===== config.mk =====
export PLATFORM = sky130hd
export DESIGN_NAME = roi_luma_mean_green_variance_flat
export DESIGN_NICKNAME = d
export VERILOG_FILES = /design/src/rtl/roilmgv_pkg.sv /design/src/rtl/roilmgv_if.sv /design/src/rtl/roilmgv_front.sv /design/src/rtl/roilmgv_queue.sv /design/src/rtl/roilmgv_div.sv /design/src/rtl/roilmgv_back.sv /design/src/rtl/roi_luma_mean_green_variance.sv /design/src/flat_wrapper.sv
export SDC_FILE = /design/constraint.sdc
export NUM_CORES = 2
export LEC_CHECK = 0
export ABC_AREA = 1
export BUFFER_PORTS_ARGS = -buffer_cell sky130_fd_sc_hd__buf_2
export CAP_MARGIN = 10
export CORE_ASPECT_RATIO = 1.75
export CORE_MARGIN = 2
export CORE_UTILIZATION = 36
export CTS_BUF_LIST = sky130_fd_sc_hd__clkbuf_4
export CTS_CLUSTER_DIAMETER = 30
export DETAILED_ROUTE_END_ITERATION = 8
export MAX_ROUTING_LAYER = met4
export PLACE_DENSITY = 0.58
export SLEW_MARGIN = 20
export SYNTH_ARGS = -nofsm -noshare
export SYNTH_HDL_FRONTEND = slang
export SYNTH_SLANG_ARGS = --single-unit

===== constraint.sdc =====
create_clock -name i_clk -period 11.1 [get_ports i_clk]
set_input_delay 1.665 -clock i_clk [delete_from_list [all_inputs] [get_ports i_clk]]
set_output_delay 1.665 -clock i_clk [all_outputs]
set_load 0.05 [all_outputs]

===== src/rtl/roilmgv_pkg.sv =====
// ----------------------------------------------------------------------------
// roilmgv_pkg
// Shared widths, constants and types for the region-of-interest luma mean and
// green variance statistics block.
// ----------------------------------------------------------------------------
package roilmgv_pkg;

    // Frame geometry
    localparam int MAX_DIM   = 2048;
    localparam int CFG_W     = 12;
    localparam int CFG_IDX_W = 3;
    localparam int COL_W     = $clog2(MAX_DIM);
    localparam int ROW_W     = $clog2(MAX_DIM + 1);
    localparam int REG_S_W   = CFG_W + 2;

    localparam logic [CFG_W-1:0] FRAME_WIDTH_RST  = CFG_W'(320);
    localparam logic [CFG_W-1:0] FRAME_HEIGHT_RST = CFG_W'(240);

    typedef enum logic [CFG_IDX_W-1:0] {
        CFG_FRAME_WIDTH   = 3'd0,
        CFG_FRAME_HEIGHT  = 3'd1,
        CFG_REGION_LEFT   = 3'd2,
        CFG_REGION_TOP    = 3'd3,
        CFG_REGION_WIDTH  = 3'd4,
        CFG_REGION_HEIGHT = 3'd5
    } t_cfg_idx;

    // Pixel format
    localparam int PIX_W   = 16;
    localparam int RED_W   = 5;
    localparam int GREEN_W = 6;
    localparam int BLUE_W  = 5;

    // Luma = (r*8*299 + g*4*587 + b*8*114) / 1000, division by reciprocal
    localparam int LUMA_R_WT   = 8 * 299;
    localparam int LUMA_G_WT   = 4 * 587;
    localparam int LUMA_B_WT   = 8 * 114;
    localparam int LUMA_DIV    = 1000;
    localparam int LUMA_SHIFT  = 28;
    localparam int LUMA_RECIP  = ((1 << LUMA_SHIFT) + LUMA_DIV - 1) / LUMA_DIV;
    localparam int WSUM_W      = 18;
    localparam int RECIP_W     = 19;
    localparam int LUMA_PROD_W = WSUM_W + RECIP_W;
    localparam int LUMA_W      = 8;
    localparam int GSQR_W      = 2 * GREEN_W;

    // Frame accumulators
    localparam int CNT_W  = 23;
    localparam int LSUM_W = 30;
    localparam int GSUM_W = 28;
    localparam int GSQ_W  = 34;

    typedef struct packed {
        logic [CNT_W-1:0]  count;
        logic [LSUM_W-1:0] luma_sum;
        logic [GSUM_W-1:0] green_sum;
        logic [GSQ_W-1:0]  green_sq_sum;
    } t_frame_stats;

    // Frame queue
    localparam int Q_DEPTH = 2;
    localparam int Q_PTR_W = $clog2(Q_DEPTH);
    localparam int Q_CNT_W = $clog2(Q_DEPTH + 1);

    // Result formats
    localparam int FRAC_BITS = 8;
    localparam int MEAN_W    = 16;
    localparam int VAR_W     = 18;

    // Partial-product multiplier and products
    localparam int MUL_A_W = GSUM_W;
    localparam int MUL_B_W = 17;
    localparam int PROD_W  = MUL_A_W + MUL_B_W;
    localparam int NG_W    = CNT_W + GSQ_W;
    localparam int GG_W    = 2 * GSUM_W;
    localparam int NN_W    = 46;
    localparam int DEV_W   = 54;

    // Long division unit
    localparam int NUM_W     = DEV_W + FRAC_BITS;
    localparam int DEN_W     = NN_W;
    localparam int QUO_W     = VAR_W;
    localparam int DIV_CNT_W = $clog2(NUM_W);

    typedef enum logic [2:0] {
        ST_IDLE,
        ST_MUL,
        ST_DIV_MEAN,
        ST_DIV_VAR,
        ST_OUT
    } t_back_state;

    typedef enum logic [2:0] {
        MUL_NG_LO,
        MUL_NG_HI,
        MUL_GG_LO,
        MUL_GG_HI,
        MUL_NN_LO,
        MUL_NN_HI,
        MUL_FLUSH
    } t_mul_op;

endpackage


===== src/rtl/roilmgv_if.sv =====
// ----------------------------------------------------------------------------
// roilmgv interfaces
// Pixel input, result output and configuration write channels.
// ----------------------------------------------------------------------------
interface roilmgv_pix_if import roilmgv_pkg::*; ();
    logic             valid;
    logic             ready;
    logic [PIX_W-1:0] pixel_rgb565;
    logic             frame_last;

    modport source (output valid, output pixel_rgb565, output frame_last, input ready);
    modport sink   (input valid, input pixel_rgb565, input frame_last, output ready);
endinterface

interface roilmgv_res_if import roilmgv_pkg::*; ();
    logic              valid;
    logic              ready;
    logic [MEAN_W-1:0] mean_luma_q8;
    logic [VAR_W-1:0]  green_variance_q8;
    logic [CNT_W-1:0]  pixels_counted;
    logic              region_empty;

    modport source (output valid, output mean_luma_q8, output green_variance_q8,
                    output pixels_counted, output region_empty, input ready);
    modport sink   (input valid, input mean_luma_q8, input green_variance_q8,
                    input pixels_counted, input region_empty, output ready);
endinterface

interface roilmgv_cfg_if import roilmgv_pkg::*; ();
    logic                 valid;
    logic                 ready;
    logic [CFG_IDX_W-1:0] index;
    logic [CFG_W-1:0]     data;

    modport source (output valid, output index, output data, input ready);
    modport sink   (input valid, input index, input data, output ready);
endinterface


===== src/rtl/roilmgv_front.sv =====
// ----------------------------------------------------------------------------
// roilmgv_front
// Configuration registers, raster counters, region test, luma pipeline and
// per-frame accumulators. Pushes one stats record per frame.
// ----------------------------------------------------------------------------
module roilmgv_front import roilmgv_pkg::*; (
    input  logic         i_clk,
    input  logic         i_rst_n,
    roilmgv_pix_if.sink  i_pix,
    roilmgv_cfg_if.sink  i_cfg,
    output logic         o_push,
    output t_frame_stats o_stats,
    input  logic         i_q_ready
);

    logic [CFG_W-1:0] r_cfg_fw;
    logic [CFG_W-1:0] r_cfg_fh;
    logic [CFG_W-1:0] r_cfg_left;
    logic [CFG_W-1:0] r_cfg_top;
    logic [CFG_W-1:0] r_cfg_rw;
    logic [CFG_W-1:0] r_cfg_rh;

    logic [COL_W-1:0] r_column;
    logic [ROW_W-1:0] r_row;

    logic              r_s1_vld;
    logic              r_s1_in;
    logic              r_s1_last;
    logic [WSUM_W-1:0] r_s1_wsum;
    logic [GREEN_W-1:0] r_s1_green;

    logic               r_s2_vld;
    logic               r_s2_in;
    logic               r_s2_last;
    logic [LUMA_W-1:0]  r_s2_luma;
    logic [GREEN_W-1:0] r_s2_green;
    logic [GSQR_W-1:0]  r_s2_gsq;

    logic [CNT_W-1:0]  r_cnt;
    logic [LSUM_W-1:0] r_lsum;
    logic [GSUM_W-1:0] r_gsum;
    logic [GSQ_W-1:0]  r_gsq;
    logic [CNT_W-1:0]  n_cnt;
    logic [LSUM_W-1:0] n_lsum;
    logic [GSUM_W-1:0] n_gsum;
    logic [GSQ_W-1:0]  n_gsq;

    logic [CFG_W-1:0]   fw;
    logic [CFG_W-1:0]   fh;
    logic signed [REG_S_W-1:0] col_s;
    logic signed [REG_S_W-1:0] row_s;
    logic signed [REG_S_W-1:0] left_s;
    logic signed [REG_S_W-1:0] right_s;
    logic signed [REG_S_W-1:0] top_s;
    logic signed [REG_S_W-1:0] bottom_s;
    logic               in_x;
    logic               in_y;
    logic [RED_W-1:0]   pix_r;
    logic [GREEN_W-1:0] pix_g;
    logic [BLUE_W-1:0]  pix_b;
    logic [WSUM_W-1:0]  wsum;
    logic [LUMA_PROD_W-1:0] luma_prod;
    logic               fire;
    logic               advance;
    logic               accept;

    // Configuration
    assign i_cfg.ready = 1'b1;

    always_ff @(posedge i_clk) begin
        if (!i_rst_n) begin
            r_cfg_fw   <= FRAME_WIDTH_RST;
            r_cfg_fh   <= FRAME_HEIGHT_RST;
            r_cfg_left <= '0;
            r_cfg_top  <= '0;
            r_cfg_rw   <= '0;
            r_cfg_rh   <= '0;
        end else if (i_cfg.valid) begin
            case (t_cfg_idx'(i_cfg.index))
                CFG_FRAME_WIDTH:   r_cfg_fw   <= i_cfg.data;
                CFG_FRAME_HEIGHT:  r_cfg_fh   <= i_cfg.data;
                CFG_REGION_LEFT:   r_cfg_left <= i_cfg.data;
                CFG_REGION_TOP:    r_cfg_top  <= i_cfg.data;
                CFG_REGION_WIDTH:  r_cfg_rw   <= i_cfg.data;
                CFG_REGION_HEIGHT: r_cfg_rh   <= i_cfg.data;
                default: ;
            endcase
        end
    end

    // Clamp frame size to 1..MAX_DIM
    always_comb begin
        if (r_cfg_fw == '0) begin
            fw = CFG_W'(1);
        end else if (r_cfg_fw > CFG_W'(MAX_DIM)) begin
            fw = CFG_W'(MAX_DIM);
        end else begin
            fw = r_cfg_fw;
        end
        if (r_cfg_fh == '0) begin
            fh = CFG_W'(1);
        end else if (r_cfg_fh > CFG_W'(MAX_DIM)) begin
            fh = CFG_W'(MAX_DIM);
        end else begin
            fh = r_cfg_fh;
        end
    end

    // Region test in signed arithmetic, clipped by the frame edges
    always_comb begin
        col_s    = signed'(REG_S_W'(r_column));
        row_s    = signed'(REG_S_W'(r_row));
        left_s   = signed'({{(REG_S_W-CFG_W){r_cfg_left[CFG_W-1]}}, r_cfg_left});
        top_s    = signed'({{(REG_S_W-CFG_W){r_cfg_top[CFG_W-1]}}, r_cfg_top});
        right_s  = left_s + signed'(REG_S_W'(r_cfg_rw));
        bottom_s = top_s + signed'(REG_S_W'(r_cfg_rh));
        in_x = (col_s >= left_s) && (col_s < right_s) && (CFG_W'(r_column) < fw);
        in_y = (row_s >= top_s) && (row_s < bottom_s) && (CFG_W'(r_row) < fh);
    end

    assign pix_r = i_pix.pixel_rgb565[PIX_W-1 -: RED_W];
    assign pix_g = i_pix.pixel_rgb565[BLUE_W +: GREEN_W];
    assign pix_b = i_pix.pixel_rgb565[BLUE_W-1:0];
    assign wsum  = WSUM_W'(pix_r) * WSUM_W'(LUMA_R_WT)
                 + WSUM_W'(pix_g) * WSUM_W'(LUMA_G_WT)
                 + WSUM_W'(pix_b) * WSUM_W'(LUMA_B_WT);

    assign luma_prod = LUMA_PROD_W'(r_s1_wsum) * LUMA_PROD_W'(LUMA_RECIP);

    // Whole pipeline holds while a frame end waits for queue space
    assign fire    = r_s2_vld && (!r_s2_last || i_q_ready);
    assign advance = !r_s2_vld || fire;
    assign accept  = i_pix.valid && advance;
    assign i_pix.ready = advance;

    // Raster counters
    always_ff @(posedge i_clk) begin
        if (!i_rst_n) begin
            r_column <= '0;
            r_row    <= '0;
        end else if (accept) begin
            if (i_pix.frame_last) begin
                r_column <= '0;
                r_row    <= '0;
            end else if (CFG_W'(r_column) + CFG_W'(1) >= fw) begin
                r_column <= '0;
                if (r_row < ROW_W'(MAX_DIM)) begin
                    r_row <= r_row + ROW_W'(1);
                end
            end else begin
                r_column <= r_column + COL_W'(1);
            end
        end
    end

    // Pipeline valids
    always_ff @(posedge i_clk) begin
        if (!i_rst_n) begin
            r_s1_vld <= 1'b0;
            r_s2_vld <= 1'b0;
        end else if (advance) begin
            r_s1_vld <= accept;
            r_s2_vld <= r_s1_vld;
        end
    end

    // Pipeline payload
    always_ff @(posedge i_clk) begin
        if (advance) begin
            r_s1_in    <= in_x && in_y;
            r_s1_last  <= i_pix.frame_last;
            r_s1_wsum  <= wsum;
            r_s1_green <= pix_g;
            r_s2_in    <= r_s1_in;
            r_s2_last  <= r_s1_last;
            r_s2_luma  <= luma_prod[LUMA_SHIFT +: LUMA_W];
            r_s2_green <= r_s1_green;
            r_s2_gsq   <= GSQR_W'(r_s1_green) * GSQR_W'(r_s1_green);
        end
    end

    // Accumulators
    always_comb begin
        n_cnt  = r_cnt;
        n_lsum = r_lsum;
        n_gsum = r_gsum;
        n_gsq  = r_gsq;
        if (r_s2_in) begin
            n_cnt  = r_cnt + CNT_W'(1);
            n_lsum = r_lsum + LSUM_W'(r_s2_luma);
            n_gsum = r_gsum + GSUM_W'(r_s2_green);
            n_gsq  = r_gsq + GSQ_W'(r_s2_gsq);
        end
    end

    always_ff @(posedge i_clk) begin
        if (!i_rst_n) begin
            r_cnt  <= '0;
            r_lsum <= '0;
            r_gsum <= '0;
            r_gsq  <= '0;
        end else if (fire) begin
            if (r_s2_last) begin
                r_cnt  <= '0;
                r_lsum <= '0;
                r_gsum <= '0;
                r_gsq  <= '0;
            end else begin
                r_cnt  <= n_cnt;
                r_lsum <= n_lsum;
                r_gsum <= n_gsum;
                r_gsq  <= n_gsq;
            end
        end
    end

    assign o_push               = fire && r_s2_last;
    assign o_stats.count        = n_cnt;
    assign o_stats.luma_sum     = n_lsum;
    assign o_stats.green_sum    = n_gsum;
    assign o_stats.green_sq_sum = n_gsq;

endmodule


===== src/rtl/roilmgv_queue.sv =====
// ----------------------------------------------------------------------------
// roilmgv_queue
// Two-entry queue of frame stats records between front and back.
// ----------------------------------------------------------------------------
module roilmgv_queue import roilmgv_pkg::*; (
    input  logic         i_clk,
    input  logic         i_rst_n,
    input  logic         i_push,
    input  t_frame_stats i_stats,
    output logic         o_ready,
    output logic         o_valid,
    output t_frame_stats o_stats,
    input  logic         i_pop
);

    t_frame_stats         r_mem [Q_DEPTH];
    logic [Q_PTR_W-1:0]   r_wr_ptr;
    logic [Q_PTR_W-1:0]   r_rd_ptr;
    logic [Q_CNT_W-1:0]   r_count;
    logic                 do_push;
    logic                 do_pop;

    assign o_ready = (r_count != Q_CNT_W'(Q_DEPTH));
    assign o_valid = (r_count != '0);
    assign o_stats = r_mem[r_rd_ptr];
    assign do_push = i_push && o_ready;
    assign do_pop  = i_pop && o_valid;

    always_ff @(posedge i_clk) begin
        if (do_push) begin
            r_mem[r_wr_ptr] <= i_stats;
        end
    end

    always_ff @(posedge i_clk) begin
        if (!i_rst_n) begin
            r_wr_ptr <= '0;
            r_rd_ptr <= '0;
            r_count  <= '0;
        end else begin
            if (do_push) begin
                r_wr_ptr <= r_wr_ptr + Q_PTR_W'(1);
            end
            if (do_pop) begin
                r_rd_ptr <= r_rd_ptr + Q_PTR_W'(1);
            end
            case ({do_push, do_pop})
                2'b10:   r_count <= r_count + Q_CNT_W'(1);
                2'b01:   r_count <= r_count - Q_CNT_W'(1);
                default: ;
            endcase
        end
    end

endmodule


===== src/rtl/roilmgv_div.sv =====
// ----------------------------------------------------------------------------
// roilmgv_div
// Restoring long division, one quotient bit per cycle. Keeps the low
// quotient bits only.
// ----------------------------------------------------------------------------
module roilmgv_div import roilmgv_pkg::*; (
    input  logic             i_clk,
    input  logic             i_rst_n,
    input  logic             i_start,
    input  logic [NUM_W-1:0] i_num,
    input  logic [DEN_W-1:0] i_den,
    output logic             o_done,
    output logic [QUO_W-1:0] o_quo
);

    logic                 r_busy;
    logic                 r_done;
    logic [DIV_CNT_W-1:0] r_cnt;
    logic [NUM_W-1:0]     r_num;
    logic [DEN_W-1:0]     r_den;
    logic [DEN_W-1:0]     r_rem;
    logic [QUO_W-1:0]     r_quo;
    logic [DEN_W:0]       trial;
    logic [DEN_W:0]       diff;
    logic                 ge;

    assign trial = {r_rem, r_num[NUM_W-1]};
    assign diff  = trial - {1'b0, r_den};
    assign ge    = (trial >= {1'b0, r_den});

    always_ff @(posedge i_clk) begin
        if (!i_rst_n) begin
            r_busy <= 1'b0;
            r_done <= 1'b0;
            r_cnt  <= '0;
        end else begin
            r_done <= 1'b0;
            if (i_start) begin
                r_busy <= 1'b1;
                r_cnt  <= '0;
            end else if (r_busy) begin
                r_cnt <= r_cnt + DIV_CNT_W'(1);
                if (r_cnt == DIV_CNT_W'(NUM_W - 1)) begin
                    r_busy <= 1'b0;
                    r_done <= 1'b1;
                end
            end
        end
    end

    always_ff @(posedge i_clk) begin
        if (i_start) begin
            r_num <= i_num;
            r_den <= i_den;
            r_rem <= '0;
            r_quo <= '0;
        end else if (r_busy) begin
            r_num <= {r_num[NUM_W-2:0], 1'b0};
            r_rem <= ge ? diff[DEN_W-1:0] : trial[DEN_W-1:0];
            r_quo <= {r_quo[QUO_W-2:0], ge};
        end
    end

    assign o_done = r_done;
    assign o_quo  = r_quo;

endmodule


===== src/rtl/roilmgv_back.sv =====
// ----------------------------------------------------------------------------
// roilmgv_back
// Per-frame result sequencer: partial-product multiplies for n*sumsq,
// sum^2 and n^2, two long divisions, and the output register.
// ----------------------------------------------------------------------------
module roilmgv_back import roilmgv_pkg::*; (
    input  logic          i_clk,
    input  logic          i_rst_n,
    input  logic          i_q_valid,
    input  t_frame_stats  i_q_stats,
    output logic          o_q_pop,
    roilmgv_res_if.source o_res
);

    t_back_state r_state;
    t_back_state n_state;
    t_mul_op     r_op;
    t_mul_op     n_op;
    t_mul_op     r_prod_op;
    logic        r_prod_vld;

    t_frame_stats      r_stats;
    logic [PROD_W-1:0] r_prod;
    logic [NG_W-1:0]   r_acc_ng;
    logic [GG_W-1:0]   r_acc_gg;
    logic [NN_W-1:0]   r_acc_nn;
    logic [DEV_W-1:0]  r_dev;
    logic [MEAN_W-1:0] r_mean;
    logic [VAR_W-1:0]  r_var;
    logic              r_empty;

    logic              r_out_valid;
    logic [MEAN_W-1:0] r_out_mean;
    logic [VAR_W-1:0]  r_out_var;
    logic [CNT_W-1:0]  r_out_count;
    logic              r_out_empty;

    logic [MUL_A_W-1:0] mul_a;
    logic [MUL_B_W-1:0] mul_b;
    logic               div_start;
    logic [NUM_W-1:0]   div_num;
    logic [DEN_W-1:0]   div_den;
    logic               div_done;
    logic [QUO_W-1:0]   div_quo;
    logic               load_out;

    roilmgv_div u_div (
        .i_clk   (i_clk),
        .i_rst_n (i_rst_n),
        .i_start (div_start),
        .i_num   (div_num),
        .i_den   (div_den),
        .o_done  (div_done),
        .o_quo   (div_quo)
    );

    always_ff @(posedge i_clk) begin
        if (!i_rst_n) begin
            r_state <= ST_IDLE;
        end else begin
            r_state <= n_state;
        end
    end

    always_comb begin
        n_state   = r_state;
        n_op      = r_op;
        o_q_pop   = 1'b0;
        mul_a     = '0;
        mul_b     = '0;
        div_start = 1'b0;
        div_num   = '0;
        div_den   = '0;
        load_out  = 1'b0;
        case (r_state)
            ST_IDLE: begin
                if (i_q_valid) begin
                    o_q_pop = 1'b1;
                    n_op    = MUL_NG_LO;
                    n_state = (i_q_stats.count == '0) ? ST_OUT : ST_MUL;
                end
            end
            ST_MUL: begin
                case (r_op)
                    MUL_NG_LO: begin
                        mul_a = MUL_A_W'(r_stats.count);
                        mul_b = r_stats.green_sq_sum[MUL_B_W-1:0];
                        n_op  = MUL_NG_HI;
                    end
                    MUL_NG_HI: begin
                        mul_a = MUL_A_W'(r_stats.count);
                        mul_b = r_stats.green_sq_sum[GSQ_W-1:MUL_B_W];
                        n_op  = MUL_GG_LO;
                    end
                    MUL_GG_LO: begin
                        mul_a = r_stats.green_sum;
                        mul_b = r_stats.green_sum[MUL_B_W-1:0];
                        n_op  = MUL_GG_HI;
                    end
                    MUL_GG_HI: begin
                        mul_a = r_stats.green_sum;
                        mul_b = MUL_B_W'(r_stats.green_sum[GSUM_W-1:MUL_B_W]);
                        n_op  = MUL_NN_LO;
                    end
                    MUL_NN_LO: begin
                        mul_a = MUL_A_W'(r_stats.count);
                        mul_b = r_stats.count[MUL_B_W-1:0];
                        n_op  = MUL_NN_HI;
                    end
                    MUL_NN_HI: begin
                        mul_a = MUL_A_W'(r_stats.count);
                        mul_b = MUL_B_W'(r_stats.count[CNT_W-1:MUL_B_W]);
                        n_op  = MUL_FLUSH;
                    end
                    MUL_FLUSH: begin
                        div_start = 1'b1;
                        div_num   = NUM_W'({r_stats.luma_sum, {FRAC_BITS{1'b0}}});
                        div_den   = DEN_W'(r_stats.count);
                        n_state   = ST_DIV_MEAN;
                    end
                    default: n_op = MUL_FLUSH;
                endcase
            end
            ST_DIV_MEAN: begin
                if (div_done) begin
                    div_start = 1'b1;
                    div_num   = NUM_W'({r_dev, {FRAC_BITS{1'b0}}});
                    div_den   = r_acc_nn;
                    n_state   = ST_DIV_VAR;
                end
            end
            ST_DIV_VAR: begin
                if (div_done) begin
                    n_state = ST_OUT;
                end
            end
            ST_OUT: begin
                if (!r_out_valid || o_res.ready) begin
                    load_out = 1'b1;
                    n_state  = ST_IDLE;
                end
            end
            default: n_state = ST_IDLE;
        endcase
    end

    always_ff @(posedge i_clk) begin
        if (!i_rst_n) begin
            r_op       <= MUL_NG_LO;
            r_prod_vld <= 1'b0;
        end else begin
            r_op       <= n_op;
            r_prod_vld <= (r_state == ST_MUL) && (r_op != MUL_FLUSH);
        end
    end

    // Datapath
    always_ff @(posedge i_clk) begin
        if (o_q_pop) begin
            r_stats <= i_q_stats;
            r_mean  <= '0;
            r_var   <= '0;
            r_empty <= (i_q_stats.count == '0);
        end
        r_prod    <= PROD_W'(mul_a) * PROD_W'(mul_b);
        r_prod_op <= r_op;
        if (r_prod_vld) begin
            case (r_prod_op)
                MUL_NG_LO: r_acc_ng <= NG_W'(r_prod);
                MUL_NG_HI: r_acc_ng <= r_acc_ng + (NG_W'(r_prod) << MUL_B_W);
                MUL_GG_LO: r_acc_gg <= GG_W'(r_prod);
                MUL_GG_HI: r_acc_gg <= r_acc_gg + (GG_W'(r_prod) << MUL_B_W);
                MUL_NN_LO: r_acc_nn <= NN_W'(r_prod);
                MUL_NN_HI: r_acc_nn <= r_acc_nn + (NN_W'(r_prod) << MUL_B_W);
                default: ;
            endcase
        end
        if ((r_state == ST_MUL) && (r_op == MUL_FLUSH)) begin
            r_dev <= DEV_W'(r_acc_ng - NG_W'(r_acc_gg));
        end
        if ((r_state == ST_DIV_MEAN) && div_done) begin
            r_mean <= div_quo[MEAN_W-1:0];
        end
        if ((r_state == ST_DIV_VAR) && div_done) begin
            r_var <= div_quo;
        end
    end

    // Output register
    always_ff @(posedge i_clk) begin
        if (!i_rst_n) begin
            r_out_valid <= 1'b0;
        end else if (load_out) begin
            r_out_valid <= 1'b1;
        end else if (o_res.ready) begin
            r_out_valid <= 1'b0;
        end
    end

    always_ff @(posedge i_clk) begin
        if (load_out) begin
            r_out_mean  <= r_mean;
            r_out_var   <= r_var;
            r_out_count <= r_stats.count;
            r_out_empty <= r_empty;
        end
    end

    assign o_res.valid             = r_out_valid;
    assign o_res.mean_luma_q8      = r_out_mean;
    assign o_res.green_variance_q8 = r_out_var;
    assign o_res.pixels_counted    = r_out_count;
    assign o_res.region_empty      = r_out_empty;

endmodule


===== src/rtl/roi_luma_mean_green_variance.sv =====
// ----------------------------------------------------------------------------
// roi_luma_mean_green_variance
// Per-frame luma mean and green variance over a clipped region of interest.
// ----------------------------------------------------------------------------
// Pixels stream in raster order at one per cycle unless stalled; the front
// keeps raster counters, tests each pixel against the region clipped to the
// frame, and accumulates count, luma sum, green sum and green sum of squares
// through a three-stage pipeline. The pixel flagged frame_last closes the
// frame: its sums go into a two-entry queue and the counters restart. The
// back turns each queued frame into one result with six partial-product
// multiplies and the shared one-bit-per-cycle divider (62 steps for the
// mean, 62 for the variance); an empty region skips both. Pixel input stalls
// only when a frame ends while two finished frames still wait in the
// queue. Configuration writes are accepted every cycle and act from the
// next pixel on.
// ----------------------------------------------------------------------------
module roi_luma_mean_green_variance import roilmgv_pkg::*; (
    input  logic          i_clk,
    input  logic          i_rst_n,
    roilmgv_pix_if.sink   i_pix,
    roilmgv_cfg_if.sink   i_cfg,
    roilmgv_res_if.source o_res
);

    logic         push;
    t_frame_stats push_stats;
    logic         q_ready;
    logic         q_valid;
    t_frame_stats q_stats;
    logic         q_pop;

    roilmgv_front u_front (
        .i_clk     (i_clk),
        .i_rst_n   (i_rst_n),
        .i_pix     (i_pix),
        .i_cfg     (i_cfg),
        .o_push    (push),
        .o_stats   (push_stats),
        .i_q_ready (q_ready)
    );

    roilmgv_queue u_queue (
        .i_clk   (i_clk),
        .i_rst_n (i_rst_n),
        .i_push  (push),
        .i_stats (push_stats),
        .o_ready (q_ready),
        .o_valid (q_valid),
        .o_stats (q_stats),
        .i_pop   (q_pop)
    );

    roilmgv_back u_back (
        .i_clk     (i_clk),
        .i_rst_n   (i_rst_n),
        .i_q_valid (q_valid),
        .i_q_stats (q_stats),
        .o_q_pop   (q_pop),
        .o_res     (o_res)
    );

endmodule

===== src/flat_wrapper.sv =====
// flat-port wrapper written by rule: the top's interface ports become plain ports
module roi_luma_mean_green_variance_flat import roilmgv_pkg::*;
  (i_clk, i_rst_n, i_pix_valid, i_pix_pixel_rgb565, i_pix_frame_last, i_pix_ready, i_cfg_valid, i_cfg_index, i_cfg_data, i_cfg_ready, o_res_valid, o_res_mean_luma_q8, o_res_green_variance_q8, o_res_pixels_counted, o_res_region_empty, o_res_ready);
  roilmgv_pix_if i_pix_i ();
  roilmgv_cfg_if i_cfg_i ();
  roilmgv_res_if o_res_i ();
  input  logic i_clk;
  input  logic i_rst_n;
  input wire logic [$bits(i_pix_i.valid)-1:0] i_pix_valid;
  input wire logic [$bits(i_pix_i.pixel_rgb565)-1:0] i_pix_pixel_rgb565;
  input wire logic [$bits(i_pix_i.frame_last)-1:0] i_pix_frame_last;
  output wire logic [$bits(i_pix_i.ready)-1:0] i_pix_ready;
  input wire logic [$bits(i_cfg_i.valid)-1:0] i_cfg_valid;
  input wire logic [$bits(i_cfg_i.index)-1:0] i_cfg_index;
  input wire logic [$bits(i_cfg_i.data)-1:0] i_cfg_data;
  output wire logic [$bits(i_cfg_i.ready)-1:0] i_cfg_ready;
  output wire logic [$bits(o_res_i.valid)-1:0] o_res_valid;
  output wire logic [$bits(o_res_i.mean_luma_q8)-1:0] o_res_mean_luma_q8;
  output wire logic [$bits(o_res_i.green_variance_q8)-1:0] o_res_green_variance_q8;
  output wire logic [$bits(o_res_i.pixels_counted)-1:0] o_res_pixels_counted;
  output wire logic [$bits(o_res_i.region_empty)-1:0] o_res_region_empty;
  input wire logic [$bits(o_res_i.ready)-1:0] o_res_ready;
  assign i_pix_i.valid = i_pix_valid;
  assign i_pix_i.pixel_rgb565 = i_pix_pixel_rgb565;
  assign i_pix_i.frame_last = i_pix_frame_last;
  assign i_pix_ready = i_pix_i.ready;
  assign i_cfg_i.valid = i_cfg_valid;
  assign i_cfg_i.index = i_cfg_index;
  assign i_cfg_i.data = i_cfg_data;
  assign i_cfg_ready = i_cfg_i.ready;
  assign o_res_valid = o_res_i.valid;
  assign o_res_mean_luma_q8 = o_res_i.mean_luma_q8;
  assign o_res_green_variance_q8 = o_res_i.green_variance_q8;
  assign o_res_pixels_counted = o_res_i.pixels_counted;
  assign o_res_region_empty = o_res_i.region_empty;
  assign o_res_i.ready = o_res_ready;
  roi_luma_mean_green_variance u_core (.i_clk(i_clk), .i_rst_n(i_rst_n), .i_pix(i_pix_i), .i_cfg(i_cfg_i), .o_res(o_res_i));
endmodule

Word level (Yosys, flattened, before mapping):

Memory sizes are Yosys's and may differ from the RTL's. A register that Yosys moved wholly into a read port is not among the register bits.
Index checks and enable logic that the tools add are counted.
W data, S select, Z words.

* bits in writable memories: 230
* latch bits: 0
* memory bits (read-only): 0
* memories kept: 1
* output and inout port bits: 61
* word-level logic and storage cells: 246
* bits in registers: 927
* bits of input ports: 37

* shift-type cells: 0
* muxes and demuxes: 65
* $add $sub $neg: 21
* multipliers: 6
* bitwise logic cells: 2
* $lt $le $gt $ge: 11
* div/mod/pow operators: 0
* eq/ne operators: 31
* reductions and logical operators: 55

Memories
* u_core.u_queue.r_mem: depth 2, bits a word 115, read ports 1, clocked after Yosys merged registers in 1, write ports 1, line roilmgv_queue.sv:16 `t_frame_stats r_mem [Q_DEPTH];`

Operators with widths (count)
* $mux W62: 3
* $pmux W46 S2: 2
* $pmux W62 S2: 1
* $pmux W57 S2: 1
* $pmux W56 S2: 1
* $pmux W17 S6: 1
* $mux W46: 2
* $mux W12: 7
* $mux W28: 3
* $mux W23: 3
* $mux W34: 2
* $mux W30: 2
* $add A57 B57 Y57: 1
* $add A56 B56 Y56: 1
* $pmux W28 S2: 1
* $sub A54 B54 Y54: 1
* $ge A47 B46 Y1: 1
* $add A46 B46 Y46: 1
* $sub A46 B46 Y46: 1
* $mul A28 B17 Y45: 1
* $mux W38: 1
* $mux W18: 2
* $add A34 B12 Y34: 1
* $mul A18 B17 Y34 const B: 1
* other kinds (58): 150

Depth between registers and ports, before layout:

* depth after elaboration: 7
* mapped depth: 34
* mapped depth without buffers: 32

Hierarchy:

Synthesis repeated with hierarchy kept, for this count alone.

* cells, all modules: 11381
* area total of the unflattened synthesis: 89993.8 µm²

By module, submodules not included
* roilmgv_back: seq. area each 13613.1 µm², area an instance 45698.8 µm², cells an instance 5994, times used 1
* roilmgv_front: seq. area each 5715.5 µm², area an instance 23980.5 µm², cells an instance 3303, times used 1
* roilmgv_div: seq. area each 4684.5 µm², area an instance 11581.1 µm², cells an instance 1690, times used 1
* roilmgv_queue: seq. area each 7006.7 µm², area an instance 8733.4 µm², cells an instance 394, times used 1

Least setup slack after synthesis:

No wires, ideal clock.

* path kind: register to register
* from: register u_core.u_back.r_state[2]
* to: register u_core.u_queue.r_count[1]
* buffers on the path: 0
* data required time: 11.030 ns
* library setup time: 0.070 ns
* stages on the path, launching flop included: 12
* data arrival time: 7.852 ns
* setup slack: 3.178 ns
* period minus slack after synthesis: 7.922 ns
* path through: dfxtp_1 nor2_1 inv_1 nor2_1 inv_1 a21oi_1 ha_1 inv_1 nand2_1 nor2_1 o21ai_0 a21oi_1

* cells in the longest elaborated chain, start to end: 5
* elaborated cells on any way between the ends: 7
* classes of those cells: 2 x eq/ne; 2 x mux; 3 x reduce/logical

Ends and longest elaborated chain
* start: declaration: line roilmgv_back.sv:15 `t_back_state r_state;`
* start signal: assignment: line roilmgv_back.sv:61 `r_state <= n_state;`
* $logic_not A3 Y1 *: line roilmgv_back.sv:75 `case (r_state)`
* $mux W1 *: line roilmgv_back.sv:75
* named net u_core.q_pop: line roi_luma_mean_green_variance.sv:30 `logic q_pop;`
* $logic_and A1 B1 Y1 *: line roilmgv_queue.sv:27 `assign do_pop = i_pop && o_valid;`
* $eq A2 B1 Y1 / $eq A2 B2 Y1 (equally long branches): line roilmgv_queue.sv:47 `case ({do_push, do_pop})`
* $pmux W2 S2 / $reduce_bool A2 Y1 (equally long branches)
* end signal: assignment: line roilmgv_queue.sv:48 `2'b10: r_count <= r_count + Q_CNT_W'(1);`
* end signal: assignment: line roilmgv_queue.sv:49 `2'b01: r_count <= r_count - Q_CNT_W'(1);`
* end: declaration: line roilmgv_queue.sv:19 `logic [Q_CNT_W-1:0] r_count;`

The timed path passes the listed nets; every way through them passes the cells marked *.
A chain may end at the register's enable or synchronous reset.

Worst setup path in the final report:

* from: register u_core.u_back.r_op[2]
* to: register u_core.u_back.r_prod[42]

* cells in the longest elaborated chain, start to end: 5
* elaborated cells on any way between the ends: 13
* classes of those cells: 1 x mul; 5 x eq/ne; 4 x mux; 3 x reduce/logical

Ends and longest elaborated chain
* start: declaration: line roilmgv_back.sv:17 `t_mul_op r_op;`
* start signal: assignment: line roilmgv_back.sv:152 `r_op <= n_op;`
* $eq A3 B3 Y1 (tied with other cells): line roilmgv_back.sv:84 `case (r_op)`
* $reduce_or A4 Y1 (no line) / $reduce_or A2 Y1 (equally long branches)
* $pmux W28 S2: line roilmgv_back.sv:84
* $mux W28: line roilmgv_back.sv:75
* $mul A28 B17 Y45 *: line roilmgv_back.sv:165 `r_prod <= PROD_W'(mul_a) * PROD_W'(mul_b);`
* end signal: assignment: line roilmgv_back.sv:165
* end: declaration: line roilmgv_back.sv:23 `logic [PROD_W-1:0] r_prod;`

Every way passes the cells marked *; elsewhere a longest branch is shown, timed or not.

==> impl_metrics.yaml <==
timing:
  fmax_mhz: 110.8
  slew_viol_final: 0
  rsz0062_at_grt: "false"
  min_period_ns: 9.022
  min_period_over_period_pct: 81.28
  worst_pin_slew_ns: 1.156
  worst_clock_skew_ns: 0.1391
  setup-tns-final_ns: 0
  slew_headroom_pct: 22.84
  hold_viol_final: 0
  setup_violations: 0
route:
  drt-pass1-iter-count: 6
  routed_via_density: 5.145
  drt_iter0_markers: 4358
  routedWlPerCell_um: 22.41
  routed_wirelength_mm: 312.7
  drc: 0
  dr_total_vias: 71780
  drtAntennaViolNets: 0
critical_path:
  worst_ep_required_time_ns: 12.23
  worst_setup_path_start_kind: "register"
  critPathSlowestCell: "fa_1"
  cp_max_fo: 24
  endpoint_kind: "register"
  r2r_start: "u_core.u_back.r_op[2]$_SDFFE_PN0P_"
  critPathKind: "register to register"
  r2r_cells: 27
  reg2reg_to: "u_core.u_back.r_prod[42]$_DFF_P_"
  critPathArrivalTime_ns: 10.16
  slowest_delay_ns: 0.62
  reg2reg_slack_ns: 2.08
floorplanning:
  initial_utilization_pct: 36.09
  num_rows: 237
  die_w_um: 372.9
  ios: 98
  die_h_um: 649.6
  die_area_um2: 242200
  design.core.area_um2: 237500
grt:
  track_usage_pct: 26.19
  grt_pass1_wl_mm: 459.3
  grt_max_degree: 85
  grt_overflow: 0
  antenna_found_initial: 18
  grt_pass1_vias: 74790
cells_and_area:
  drive_gt1_share_pct: 8.558
  fin_nets: 11760
  final_cells: 13950
  area_delta_synth_final_pct: 9.899
  design_area_um2: 94220
pwr:
  total_power_mw: 22.58
  peakVddDrop_v: 0.0006880
  power.leakage_nw: 42.51
  p_per_area_nw_per_um2: 239.6
clocking:
  cts.sinks: 1140
  cts_buffer_depth: 4
  path_clk_slew_ns: 0.08
  cts_hold_buf: 0
  cts_buffers: 312
  cts_tree: "built"
  cts_resized: 0
  postCtsSetupRepairBufs: 0
  cts-root-buf: "clkbuf_4"
  htree_levels: 5
  clk_latency_ns: 1.22
placed_design:
  place_area_um2: 89730
  placedCellCount: 13360
  dp_hpwl_mm: 252.1
  numPortBuffers: 96
  place_congestion: 1.023
synthesis:
  ys_ff_latch: 1140
  syn-num-nets: 11510
  yosysSeqAreaShare_pct: 35.90
  synth_cell_type_count: 65
  postSynthAreaPerCell_um2: 8.312
  synth_edf_count: 795
  netlist_instances: 10310
  syn_area_um2: 85730
  async_reset_ff_share_pct: 0
  ys.flop_type: "edfxtp_1"
  yosys_warnings: 0
run:
  cap_violations: 0
hold_path:
  holdPathEnd: "u_core.u_back.o_res.mean_luma_q8[14]$_DFFE_PP_"
  hold_path.class: "register to register"
  min_path_cells: 0
  hold_start: "u_core.u_back.r_mean[14]$_SDFFCE_PN0P_"
status:
  status: "complete, no violations"
[metal layers]
layer  global-route usage [%]  part of all wire (%)  up-vias
li1                         -                     -    34240
met1                    23.53                    33    34290
met2                    47.77                    53     2220
met3                    3.656                   4.2     1028
met4                    23.31                    11        0
met5                        -                     0        -
[metrics by stage]
step / utilization [%] / hold WS (ns) / setup slack [ns]
6_report: 39.67 / 0.3937 / 2.078
3_5_place_dp: 37.78 / 0.4045 / 2.231
5_1_grt: 39.66 / 0.4107 / 1.697
3_3_place_gp: 37.78 / 0.4028 / 2.263
4_1_cts: 39.64 / 0.3893 / 2.248
2_1_floorplan: - / 0.3319 / 3.178
[kinds of logic after synthesis]
logic type               Yosys count  share of synthesized area [%]
other                              1                       0.004374
XOR/XNOR                         310                          3.167
AO/OA/AOI/OAI                   1432                          9.641
flip-flops                      1140                          35.90
multiplexers                      92                          1.208
adder cells (fa/ha/maj)         1159                          21.02
buffers and inverters           1998                          8.972
AND/OR/NAND/NOR                 4182                          20.08
[worst max-delay path by stage]
stage,from,endpoint,depth (start not counted)
6_report,u_core.u_back.r_op[2]$_SDFFE_PN0P_,u_core.u_back.r_prod[42]$_DFF_P_,27
5_1_grt,u_core.u_back.r_op[0]$_SDFFE_PN0P_,u_core.u_back.r_prod[42]$_DFF_P_,25
4_1_cts,u_core.u_back.r_op[0]$_SDFFE_PN0P_,u_core.u_back.r_prod[42]$_DFF_P_,25
3_5_place_dp,u_core.u_back.r_op[0]$_SDFFE_PN0P_,u_core.u_back.r_prod[42]$_DFF_P_,25
3_3_place_gp,u_core.u_back.r_op[0]$_SDFFE_PN0P_,u_core.u_back.r_prod[42]$_DFF_P_,25
2_1_floorplan,u_core.u_back.r_state[2]$_SDFFE_PN0P_,u_core.u_queue.r_count[1]$_SDFFE_PN0P_,11
[power breakdown]
part	switching (mW)	internal, mW
Clock	1.93	2.36
Sequential	0.704	5.33
Combinational	8.20	4.05
[worst max-delay path, delay by kind of cell (launching register included)]
family / cells / cell delay [ns]
xor gates and xnor gates: 1 / 0.14
adders and majority gates: 7 / 3.63
AOI/OAI and AO/OA: 1 / 0.48
DFF: 1 / 0.42
and+or+nand+nor: 10 / 2.96
buffers and inverters: 8 / 1.33
[cell usage in the layout (no fill, tap or decap), drive strengths merged, types with 23 or more instances in the layout]
| cell type | instances |
|---|---|
| nor2 | 1014 |
| o22ai | 57 |
| buf | 169 |
| clkbuf | 432 |
| clkinv | 105 |
| a21boi | 27 |
| ha | 690 |
| a21oi | 625 |
| nand4 | 141 |
| a21o | 31 |
| a22o | 29 |
| o21ai | 441 |
| mux2 | 92 |
| o21bai | 63 |
| diode | 25 |
| nor4 | 32 |
| inv | 1770 |
| dfxtp | 345 |
| fa | 469 |
| nor3 | 103 |
| a22oi | 29 |
| edfxtp | 795 |
| nand3 | 418 |
| xor2 | 178 |
| nand3b | 31 |
| or2 | 37 |
| bufinv | 23 |
| a31oi | 55 |
| xnor2 | 132 |
| nand2 | 2378 |
[area by class of cell]
type,instances,area (um2)
Multi-Input combinational cell,7176,47390
Inverter,1767,6638
Clock inverter,136,1185
Sequential cell,1140,30790
Timing Repair Buffer,169,1028
Antenna cell,25,62.56
Tap cell,3107,3887
Clock buffer,432,3243
Fill cell,24350,143300
[sequential cells by signal (all words and copies together) (netlist names), 16 cells and up, named ones only]
register	flops
u_core.u_back.o_res.green_variance_q8	18
u_core.u_back.o_res.mean_luma_q8	16
u_core.u_back.o_res.pixels_counted	23
u_core.u_back.r_acc_gg	54
u_core.u_back.r_acc_ng	54
u_core.u_back.r_acc_nn	46
u_core.u_back.r_dev	54
u_core.u_back.r_mean	16
u_core.u_back.r_prod	45
u_core.u_back.r_stats	115
u_core.u_back.r_var	18
u_core.u_back.u_div.o_quo	18
u_core.u_back.u_div.r_den	46
u_core.u_back.u_div.r_num	54
u_core.u_back.u_div.r_rem	46
u_core.u_front.r_cnt	23
u_core.u_front.r_gsq	34
u_core.u_front.r_gsum	28
u_core.u_front.r_lsum	30
u_core.u_front.r_s1_wsum	16
u_core.u_queue.r_mem	230
[Yosys cell counts (14+ instances only)]
library cell  count  area [um2]
a21boi_0         25       187.7
a21o_1           31       232.7
a21oi_1         620        3103
a22o_1           29       254.0
a22oi_1          29       217.7
a31oi_1          55       344.1
and2_1           17       106.4
buf_2            62       310.3
buf_4            14       105.1
clkbuf_1        136       510.5
dfxtp_1         345        6907
edfxtp_1        795       23870
fa_1            469        9389
ha_1            690        8633
inv_1          1722        6464
inv_2            41       153.9
mux2_2           92        1036
nand2_1        2353        8832
nand2_2          24       150.1
nand3_1         417        2087
nand3b_1         31       232.7
nand4_1         140       875.8
nor2_1         1004        3769
nor3_1           99       495.5
nor4_1           32       200.2
o211ai_1         17       127.6
o21a_1           22       165.2
o21ai_0         432        2162
o21bai_1         63       473.0
o22ai_1          36       225.2
or2_2            34       212.7
xnor2_1         132        1156
xor2_1          178        1559
(Power assumes the default switching activity.)
